## config.mk

```make
export PLATFORM = sky130hd
export DESIGN_NAME = psg_tone_noise_generator
export DESIGN_NICKNAME = d
export VERILOG_FILES = /design/src/rtl/psg_pkg.sv /design/src/rtl/psg_regs.sv /design/src/rtl/psg_voices.sv /design/src/rtl/psg_tone_noise_generator.sv
export SDC_FILE = /design/constraint.sdc
export NUM_CORES = 2
export LEC_CHECK = 0
export ABC_CLOCK_PERIOD_IN_PS = 15300
export BUFFER_PORTS_ARGS = -buffer_cell sky130_fd_sc_hd__buf_2
export CORE_MARGIN = 5
export CORE_UTILIZATION = 50
export CTS_CLUSTER_SIZE = 40
export DETAILED_ROUTE_END_ITERATION = 12
export PLACE_DENSITY = 0.78
export SLEW_MARGIN = 20
export SYNTH_ARGS = -nofsm -noshare
export SYNTH_HDL_FRONTEND = slang
export SYNTH_HIERARCHICAL = 1
export SYNTH_SLANG_ARGS = --single-unit
```

## constraint.sdc

```tcl
create_clock -name clk -period 15.3 [get_ports clk]
set_input_delay 0.765 -clock clk [delete_from_list [all_inputs] [get_ports clk]]
set_output_delay 0.765 -clock clk [all_outputs]
set_load 0.01 [all_outputs]
```

## src/rtl/psg_pkg.sv

```systemverilog
`timescale 1ns / 1ps
// ----------------------------------------------------------------------------
// psg_pkg
// Shared types, register codes and the attenuation table of the sound generator.
// ----------------------------------------------------------------------------
package psg_pkg;

  localparam int FRACTION_BITS_DEFAULT  = 16;
  localparam int COUNTER_WIDTH_DEFAULT  = 28;
  localparam int LFSR_MAX_WIDTH_DEFAULT = 16;
  localparam int FULL_SCALE_DEFAULT     = 8191;

  localparam int AMP_BITS    = 13;
  localparam int PERIOD_BITS = 10;

  localparam logic [23:0] CLOCKS_PER_SAMPLE_RESET = 24'd332557;
  localparam logic [4:0]  NOISE_WIDTH_RESET       = 5'd16;
  localparam logic [15:0] NOISE_TAPS_RESET        = 16'd9;
  localparam logic [3:0]  ATTEN_SILENT            = 4'hF;

  // latch target code for the noise control register
  localparam logic [2:0]  TGT_NOISE_CTRL = 3'd6;
  // noise rate code that follows tone 2
  localparam logic [1:0]  NOISE_RATE_TONE2 = 2'd3;

  typedef enum logic [1:0] {
    CFG_CLOCKS_PER_SAMPLE = 2'd0,
    CFG_NOISE_WIDTH       = 2'd1,
    CFG_NOISE_TAPS        = 2'd2
  } psg_cfg_idx_t;

  typedef struct packed {
    logic [23:0] clocks_per_sample;
    logic [4:0]  noise_width;
    logic [15:0] noise_taps;
  } psg_cfg_t;

  typedef struct packed {
    logic [2:0][PERIOD_BITS-1:0] tone_period;
    logic [3:0][3:0]             atten;
    logic [2:0]                  noise_ctrl;
  } psg_voice_t;

  // 10^(-k/10) in 1.16 fixed point; last entry is silence
  function automatic logic [16:0] level_ratio(input logic [3:0] k);
    logic [16:0] r;
    case (k)
      4'd0:    r = 17'd65536;
      4'd1:    r = 17'd52057;
      4'd2:    r = 17'd41350;
      4'd3:    r = 17'd32846;
      4'd4:    r = 17'd26090;
      4'd5:    r = 17'd20724;
      4'd6:    r = 17'd16462;
      4'd7:    r = 17'd13076;
      4'd8:    r = 17'd10387;
      4'd9:    r = 17'd8250;
      4'd10:   r = 17'd6554;
      4'd11:   r = 17'd5206;
      4'd12:   r = 17'd4135;
      4'd13:   r = 17'd3285;
      4'd14:   r = 17'd2609;
      default: r = 17'd0;
    endcase
    return r;
  endfunction

  // full scale is a constant, so this folds to a 16-entry table
  function automatic logic [AMP_BITS-1:0] amplitude(input logic [3:0] att,
                                                    input int full_scale);
    logic [31:0] p;
    p = 32'(full_scale) * {15'd0, level_ratio(att)};
    return AMP_BITS'((p + 32'd32768) >> 16);
  endfunction

endpackage

```

## src/rtl/psg_regs.sv

```systemverilog
`timescale 1ns / 1ps
// ----------------------------------------------------------------------------
// psg_regs
// Configuration registers and the latch/data byte decoder for voice registers.
// ----------------------------------------------------------------------------
module psg_regs import psg_pkg::*; (
  input  logic        clk,
  input  logic        rst,
  input  logic        cfg_we,
  input  logic [1:0]  cfg_index,
  input  logic [23:0] cfg_data,
  input  logic        wr_en,
  input  logic [7:0]  wr_data,
  output psg_cfg_t    cfg,
  output psg_voice_t  voice,
  output logic        reseed
);

  logic [2:0] latched;
  logic [2:0] tgt;

  // target of this byte: fresh for a latch byte, held for a data byte
  assign tgt    = wr_data[7] ? wr_data[6:4] : latched;
  assign reseed = wr_en && !tgt[0] && (tgt == TGT_NOISE_CTRL);

  always_ff @(posedge clk) begin
    if (rst) begin
      cfg.clocks_per_sample <= CLOCKS_PER_SAMPLE_RESET;
      cfg.noise_width       <= NOISE_WIDTH_RESET;
      cfg.noise_taps        <= NOISE_TAPS_RESET;
    end else if (cfg_we) begin
      unique case (psg_cfg_idx_t'(cfg_index))
        CFG_CLOCKS_PER_SAMPLE: cfg.clocks_per_sample <= cfg_data;
        CFG_NOISE_WIDTH:       cfg.noise_width       <= cfg_data[4:0];
        CFG_NOISE_TAPS:        cfg.noise_taps        <= cfg_data[15:0];
        default: ;
      endcase
    end
  end

  always_ff @(posedge clk) begin
    if (rst) begin
      latched          <= 3'd0;
      voice.tone_period <= '0;
      voice.atten       <= {4{ATTEN_SILENT}};
      voice.noise_ctrl  <= 3'd0;
    end else if (wr_en) begin
      if (wr_data[7]) begin
        latched <= wr_data[6:4];
      end
      if (tgt[0]) begin
        voice.atten[tgt[2:1]] <= wr_data[3:0];
      end else if (tgt == TGT_NOISE_CTRL) begin
        voice.noise_ctrl <= wr_data[2:0];
      end else if (wr_data[7]) begin
        voice.tone_period[tgt[2:1]][3:0] <= wr_data[3:0];
      end else begin
        voice.tone_period[tgt[2:1]][9:4] <= wr_data[5:0];
      end
    end
  end

endmodule

```

## src/rtl/psg_voices.sv

```systemverilog
`timescale 1ns / 1ps
// ----------------------------------------------------------------------------
// psg_voices
// Tone and noise phase counters, noise shift register and the output mixer.
// ----------------------------------------------------------------------------
module psg_voices import psg_pkg::*; #(
  parameter int FRACTION_BITS        = FRACTION_BITS_DEFAULT,
  parameter int COUNTER_WIDTH        = COUNTER_WIDTH_DEFAULT,
  parameter int LFSR_MAX_WIDTH       = LFSR_MAX_WIDTH_DEFAULT,
  parameter int FULL_SCALE_AMPLITUDE = FULL_SCALE_DEFAULT
) (
  input  logic               clk,
  input  logic               rst,
  input  psg_cfg_t           cfg,
  input  psg_voice_t         voice,
  input  logic               reseed,
  input  logic               tick_en,
  output logic signed [15:0] sample_next
);

  localparam int CW  = COUNTER_WIDTH;
  localparam int FB  = FRACTION_BITS;
  localparam int LW  = LFSR_MAX_WIDTH;
  localparam int EW0 = (CW > 25) ? CW : 25;
  localparam int EW1 = (FB + PERIOD_BITS + 3 > EW0) ? FB + PERIOD_BITS + 3 : EW0;
  localparam int EW  = EW1 + 2;
  localparam logic signed [EW-1:0] CNT_HI = {{(EW-CW+1){1'b0}}, {(CW-1){1'b1}}};
  localparam logic signed [EW-1:0] CNT_LO = ~CNT_HI;
  localparam int RESET_W = (16 < LW) ? 16 : LW;
  localparam logic [LW-1:0] RESET_SEED = LW'(1) << (RESET_W - 1);

  logic signed [CW-1:0] cnt [4];
  logic signed [CW-1:0] cnt_next [4];
  logic [3:0]           phase;
  logic [3:0]           phase_next;
  logic [LW-1:0]        lfsr;
  logic [LW-1:0]        lfsr_next;
  logic [5:0]           eff_w;
  logic [LW-1:0]        seed;
  logic [LW:0]          mask_x;
  logic [LW-1:0]        taps_x;
  logic                 feed;

  function automatic logic signed [CW-1:0] sat(input logic signed [EW-1:0] v);
    logic signed [CW-1:0] r;
    if (v > CNT_HI) r = CNT_HI[CW-1:0];
    else if (v < CNT_LO) r = CNT_LO[CW-1:0];
    else r = v[CW-1:0];
    return r;
  endfunction

  function automatic logic signed [EW-1:0] ext(input logic signed [CW-1:0] v);
    return {{(EW-CW){v[CW-1]}}, v};
  endfunction

  // shift register length, clamped to [2, LW]
  always_comb begin
    if (cfg.noise_width < 5'd2) eff_w = 6'd2;
    else if ({1'b0, cfg.noise_width} > 6'(LW)) eff_w = 6'(LW);
    else eff_w = {1'b0, cfg.noise_width};
  end

  assign seed   = LW'(1) << (eff_w - 6'd1);
  assign mask_x = ({{LW{1'b0}}, 1'b1} << eff_w) - {{LW{1'b0}}, 1'b1};
  assign taps_x = LW'(cfg.noise_taps);
  assign feed   = voice.noise_ctrl[2] ? ^(lfsr & taps_x) : lfsr[0];

  always_comb begin
    logic signed [CW-1:0] c;
    logic signed [EW-1:0] step_e;
    logic [7:0]           nrel;
    step_e = {{(EW-24){1'b0}}, cfg.clocks_per_sample};
    nrel   = 8'h10 << voice.noise_ctrl[1:0];
    phase_next = phase;
    lfsr_next  = lfsr;
    for (int i = 0; i < 3; i++) begin
      c = sat(ext(cnt[i]) - step_e);
      if (c <= 0) begin
        if (voice.tone_period[i] < 10'd7) phase_next[i] = 1'b1;
        else phase_next[i] = ~phase[i];
        c = sat(ext(c) + {{(EW-PERIOD_BITS-FB){1'b0}}, voice.tone_period[i], {FB{1'b0}}});
      end
      cnt_next[i] = c;
    end
    c = sat(ext(cnt[3]) - step_e);
    if (c < 0) begin
      phase_next[3] = ~phase[3];
      if (voice.noise_ctrl[1:0] == NOISE_RATE_TONE2) c = cnt_next[2];
      else c = sat(ext(c) + {{(EW-8-FB){1'b0}}, nrel, {FB{1'b0}}});
      if (phase_next[3]) begin
        lfsr_next = ((lfsr >> 1) | (LW'(feed) << (eff_w - 6'd1))) & mask_x[LW-1:0];
      end
    end
    cnt_next[3] = c;
  end

  // mix with this tick's updated phases
  always_comb begin
    logic signed [15:0] acc;
    logic signed [15:0] a;
    acc = '0;
    for (int i = 0; i < 4; i++) begin
      a = signed'({{(16-AMP_BITS){1'b0}},
                   amplitude(voice.atten[i], FULL_SCALE_AMPLITUDE)});
      if (i < 3) acc = phase_next[i] ? acc + a : acc - a;
      else acc = lfsr_next[0] ? acc + a : acc - a;
    end
    sample_next = acc;
  end

  always_ff @(posedge clk) begin
    if (rst) begin
      for (int i = 0; i < 4; i++) cnt[i] <= '0;
      phase <= 4'hF;
      lfsr  <= RESET_SEED;
    end else if (tick_en) begin
      for (int i = 0; i < 4; i++) cnt[i] <= cnt_next[i];
      phase <= phase_next;
      lfsr  <= lfsr_next;
    end else if (reseed) begin
      lfsr <= seed;
    end
  end

endmodule

```

## src/rtl/psg_tone_noise_generator.sv

```systemverilog
`timescale 1ns / 1ps
// ----------------------------------------------------------------------------
// psg_tone_noise_generator
// Four-voice sound generator: three square tones, one noise voice, mixed.
// ----------------------------------------------------------------------------
// Input channel (item_valid / item_stall, func, data): each word is either a
// register byte (func = 0, latch/data byte in data) or a sample tick
// (func = 1). A register byte gives no output word; a tick gives one.
// Output channel (sample_valid / sample_stall, sample): signed 16-bit mix.
// Path: a word is registered at the input and handled from the input register;
// a tick's sample is loaded into the output register at the edge that ends
// the cycle in which it is handled, and sample_valid rises at that edge.
// Throughput: one word per cycle while no tick waits on the output, set by
// the single update of all four counters between input and output registers.
// Stalls: register bytes keep flowing while the output waits; a tick waits
// in the input register until the output register is free, and item_stall
// is raised while it waits.
// Reset: all voices silent, counters zero, phases high, noise register
// seeded; config registers return to their defaults.
// Config writes (cfg_we, cfg_index, cfg_data) land at once; index 3 is ignored.
// ----------------------------------------------------------------------------
module psg_tone_noise_generator import psg_pkg::*; #(
  parameter int FRACTION_BITS        = FRACTION_BITS_DEFAULT,
  parameter int COUNTER_WIDTH        = COUNTER_WIDTH_DEFAULT,
  parameter int LFSR_MAX_WIDTH       = LFSR_MAX_WIDTH_DEFAULT,
  parameter int FULL_SCALE_AMPLITUDE = FULL_SCALE_DEFAULT
) (
  input  logic               clk,
  input  logic               rst,
  input  logic               item_valid,
  output logic               item_stall,
  input  logic               func,
  input  logic [7:0]         data,
  output logic               sample_valid,
  input  logic               sample_stall,
  output logic signed [15:0] sample,
  input  logic               cfg_we,
  input  logic [1:0]         cfg_index,
  input  logic [23:0]        cfg_data
);

  // input register
  logic       s1_valid;
  logic       s1_func;
  logic [7:0] s1_data;

  logic       out_free;
  logic       advance;
  logic       tick_en;
  logic       wr_en;

  psg_cfg_t           cfg;
  psg_voice_t         voice;
  logic               reseed;
  logic signed [15:0] sample_next;

  // output register can take a word this cycle
  assign out_free   = !sample_valid || !sample_stall;
  // register bytes never wait; ticks need a free output slot
  assign advance    = s1_valid && (!s1_func || out_free);
  assign tick_en    = advance && s1_func;
  assign wr_en      = advance && !s1_func;
  assign item_stall = s1_valid && !advance;

  always_ff @(posedge clk) begin
    if (rst) begin
      s1_valid <= 1'b0;
    end else if (!item_stall) begin
      s1_valid <= item_valid;
    end
  end

  always_ff @(posedge clk) begin
    if (item_valid && !item_stall) begin
      s1_func <= func;
      s1_data <= data;
    end
  end

  psg_regs u_regs (
    .clk       (clk),
    .rst       (rst),
    .cfg_we    (cfg_we),
    .cfg_index (cfg_index),
    .cfg_data  (cfg_data),
    .wr_en     (wr_en),
    .wr_data   (s1_data),
    .cfg       (cfg),
    .voice     (voice),
    .reseed    (reseed)
  );

  psg_voices #(
    .FRACTION_BITS        (FRACTION_BITS),
    .COUNTER_WIDTH        (COUNTER_WIDTH),
    .LFSR_MAX_WIDTH       (LFSR_MAX_WIDTH),
    .FULL_SCALE_AMPLITUDE (FULL_SCALE_AMPLITUDE)
  ) u_voices (
    .clk         (clk),
    .rst         (rst),
    .cfg         (cfg),
    .voice       (voice),
    .reseed      (reseed),
    .tick_en     (tick_en),
    .sample_next (sample_next)
  );

  // output register
  always_ff @(posedge clk) begin
    if (rst) begin
      sample_valid <= 1'b0;
    end else if (tick_en) begin
      sample_valid <= 1'b1;
    end else if (!sample_stall) begin
      sample_valid <= 1'b0;
    end
  end

  always_ff @(posedge clk) begin
    if (tick_en) begin
      sample <= sample_next;
    end
  end

`ifndef SYNTHESIS
  // a handled tick always lands in the output register
  a_tick_out: assert property (@(posedge clk) disable iff (rst)
    tick_en |=> sample_valid)
    else $error("tick did not produce a sample");

  // a register byte never creates an output word
  a_write_silent: assert property (@(posedge clk) disable iff (rst)
    (wr_en && !sample_valid) |=> !sample_valid)
    else $error("register byte produced a sample");

  // input only waits on a tick blocked by a full, stalled output
  a_stall_cause: assert property (@(posedge clk) disable iff (rst)
    item_stall |-> (s1_valid && s1_func && sample_valid && sample_stall))
    else $error("input stalled without cause");

  // a tick is never handled while the output holds an untaken word
  a_no_overwrite: assert property (@(posedge clk) disable iff (rst)
    tick_en |-> out_free)
    else $error("sample overwritten");
`endif

endmodule

```

==> flow_summary_export.csv <==
group,metric,value,unit
finish,final_nets,5918,
clock_network,htree_levels,2,
floorplan,fp.dieW,303,um
drt,drt_wl_total,109000,um
drt,drc,0,
synthesis,synth_area_leaders,"fa_1 (21%), ha_1 (16%), edfxtp_1 (9.6%), inv_1 (5.9%), dfxtp_1 (5.6%)",
outcome,outcome,"finished, final reports clean",
synthesis,syn_nets,5959,
sta,drv_slew,0,
placement,port-buffer-count,57,
critical_path,cp_data_required_time,15590,ps
synthesis,synth_cell_type_count,115,
drt,viasPerCell,5.84,
sta,tns,0,ps
global_routing,grt_antenna_before_repair,1,
synthesis,synthFlopType,"edfxtp_1",
synthesis,synth_largest_area_cell,"fa_1",
drt,vias,35300,
sta,period_share,83.0,%
critical_path,cp-end-kind,"register",
clock_network,clock-root-buffer,"clkbuf_16",
critical_path,start_kind,"register",
critical_path,rrSetupSlack,2600,ps
drt,wire_per_inst,18.1,um
sta,grt_setup_unrepaired,"false",
floorplan,std_cell_rows,107,
clock_network,clk_latency,560,ps
sta,relSlewSlack,24.2,%
clock_network,cts_sinks,256,
floorplan,start_util,50.3,%
synthesis,async_reset_ff_share,0,%
synthesis,yosys_register_bits,256,
sta,finalCriticalPeriod,12700,ps
critical_path,regToRegStartpoint,"u_regs/voice[5]$_SDFFE_PP1P_",
global_routing,grt_overflow,0,
sta,setup_viol,0,
floorplan,ios,58,
critical_path,r2r_end,"sample[15]$_DFFE_PP_",
clock_network,hold_buffers,0,
drt,initialDrtViolationCount,3158,
synthesis,synth-edff-count,137,
critical_path,crit_cells,45,
sta,setup_ws,2600,ps
min_path,hold_class,"input pin to register",
sta,clock_skew,22.1,ps
synthesis,synth_top_cell_area_share,21.5,%
sta,max_slew.worst_pin.slew,1140,ps
global_routing,grt_max_degree,79,
power_and_ir_drop,ir_worst_vdd,0.0706,mV
clock_network,numCtsBuffers,35,
global_routing,grt_pass1_vias,34700,
run,maxCapViolations,0,
clock_network,clk_path_buf_depth,3,
critical_path,critPathSlowestCell,"dfxtp_1",
placement,dpl_worst_slack,2730,ps
sta,final_hold_viol_count,0,
synthesis,synthCells,4904,
clock_network,post_cts_buffers,0,
synthesis,yosys_warnings,6,
placement,gp_congestion,0.954,
global_routing,grt_pass1_wl,178000,um
drt,first_pass_iters,6,
finish,final_layout_size_suffix_gt1_share,4.52,%
critical_path,reg2regPathDepth,45,
floorplan,die_y,303,um
critical_path,cp.arrival,12990,ps
clock_network,path_clk_slew,50,ps
min_path,whs_path_depth,1,
sta,fmax,78.7,MHz
floorplan,dieArea,91600,um^2
clock_network,cts_resized,0,
floorplan,core_area,85100,um^2
critical_path,cp_max_fo,31,
critical_path,cp_slowest_stage_delay,890,ps
drt,drtAntennaViolNets,0,
critical_path,crit_buf_inv,2,
power_and_ir_drop,p_leak,22.8,nW
power_and_ir_drop,power,2.61,mW
synthesis,seq_area_frac_synth,15.2,%
synthesis,synth.cell_area,42800,um^2
power_and_ir_drop,powerDensity,57.7,nW/um^2
min_path,hold_end,"s1_func$_DFFE_PP_",
critical_path,criticalPathCategory,"register to register",
placement,dp_hpwl,89000,um
min_path,worstHoldStart,"func",
critical_path,crit_family,"adder cells",
synthesis,avgSynthCellArea,8.74,um^2
critical_path,cpMostUsedCell,"a21oi_1",
global_routing,grtUsageTotal,23.6,%
finish,area_delta_synth_final,5.59,%
clock_network,cts_tree,"built",
## per-layer routing
metal	up-vias	global-route usage, %	share of wire [%]
li1	16800	-	-
met1	17000	31.3	42
met2	1261	39.4	47
met3	217	4.84	7.9
met4	0	6.78	3.0
met5	-	0	0
## flip-flops by register name, summed over array words and instances (netlist names)
register / flops
u_voices/cnt: 112
u_voices/lfsr: 16
u_regs/voice: 49
sample_valid: 1
s1_func: 1
s1_data: 8
sample: 16
u_voices/phase: 4
u_regs/latched: 3
u_regs/cfg: 45
s1_valid: 1
## worst max path at each step
stage,start,endpoint,slack [ps]
5_1_grt,u_regs/voice[10]$_SDFFE_PP1P_,sample[15]$_DFFE_PP_,1690
6_report,u_regs/voice[5]$_SDFFE_PP1P_,sample[15]$_DFFE_PP_,2600
4_1_cts,u_regs/voice[10]$_SDFFE_PP1P_,sample[15]$_DFFE_PP_,2700
3_3_place_gp,u_regs/voice[10]$_SDFFE_PP1P_,sample[15]$_DFFE_PP_,3050
2_1_floorplan,u_regs/voice[8]$_SDFFE_PP1P_,sample[15]$_DFFE_PP_,4150
3_5_place_dp,u_regs/voice[10]$_SDFFE_PP1P_,sample[15]$_DFFE_PP_,2730
## cells in the mapped netlist, types with 27 or more instances
cell,instances
a211oi_1,41
a21boi_0,27
a21o_1,96
a21oi_1,396
a31oi_1,38
and2_1,42
clkbuf_1,114
dfxtp_1,119
edfxtp_1,137
fa_1,460
ha_1,555
inv_1,670
mux2i_1,75
nand2_1,406
nand2b_1,58
nand3_1,92
nand4_1,34
nor2_1,292
nor2b_1,50
nor3_1,77
o21a_1,37
o21ai_0,259
o21ai_1,38
o21bai_1,30
or3_1,34
xnor2_1,201
xor2_1,90
## stage by stage
stage | util [%] | instance area, um^2 | hold WS [ps] | std cells
finish | 53.1 | 45200 | 433 | 6035
detailed placement | 51.8 | 44100 | 449 | 5970
CTS | 53.1 | 45200 | 395 | 6034
floorplan | - | 42800 | 436 | 4904
global route | 53.1 | 45200 | 406 | 6034
global placement | 51.8 | 44100 | 443 | 5970
## final cells by class
type | instances | area, um^2
antenna | 1 | 2.50
clock buffer | 48 | 1030
multi-input combinational | 3822 | 33200
sequential | 256 | 6500
timing repair buffer | 73 | 408
clock inverter | 16 | 136
inverter | 675 | 2530
fill | 7733 | 39900
tap | 1144 | 1430
## logic make-up after synthesis
family | Yosys count | synth area share, %
flops | 256 | 15.2
simple gates | 1232 | 13.9
mux | 90 | 2.21
fa+ha+maj | 1016 | 37.7
buf+inv | 826 | 7.40
xor+xnor | 292 | 6.00
compound gates | 1192 | 17.6
## where the power goes
group,internal [mW],switching (mW),total [mW]
sequential,0.767,0.0226,0.789
clock,0.493,0.344,0.837
combinational,0.379,0.604,0.983
## cells in the final DEF, fill, tap and decap left out, types with 96 or more instances in the layout
cell type / instances
edfxtp_1: 137
inv_1: 670
a21oi_1: 395
fa_1: 460
nor2_1: 291
dfxtp_1: 119
a21o_1: 96
o21ai_0: 258
xnor2_1: 201
ha_1: 555
nand2_1: 406
No activity file was read; power rests on OpenSTA's default activity.
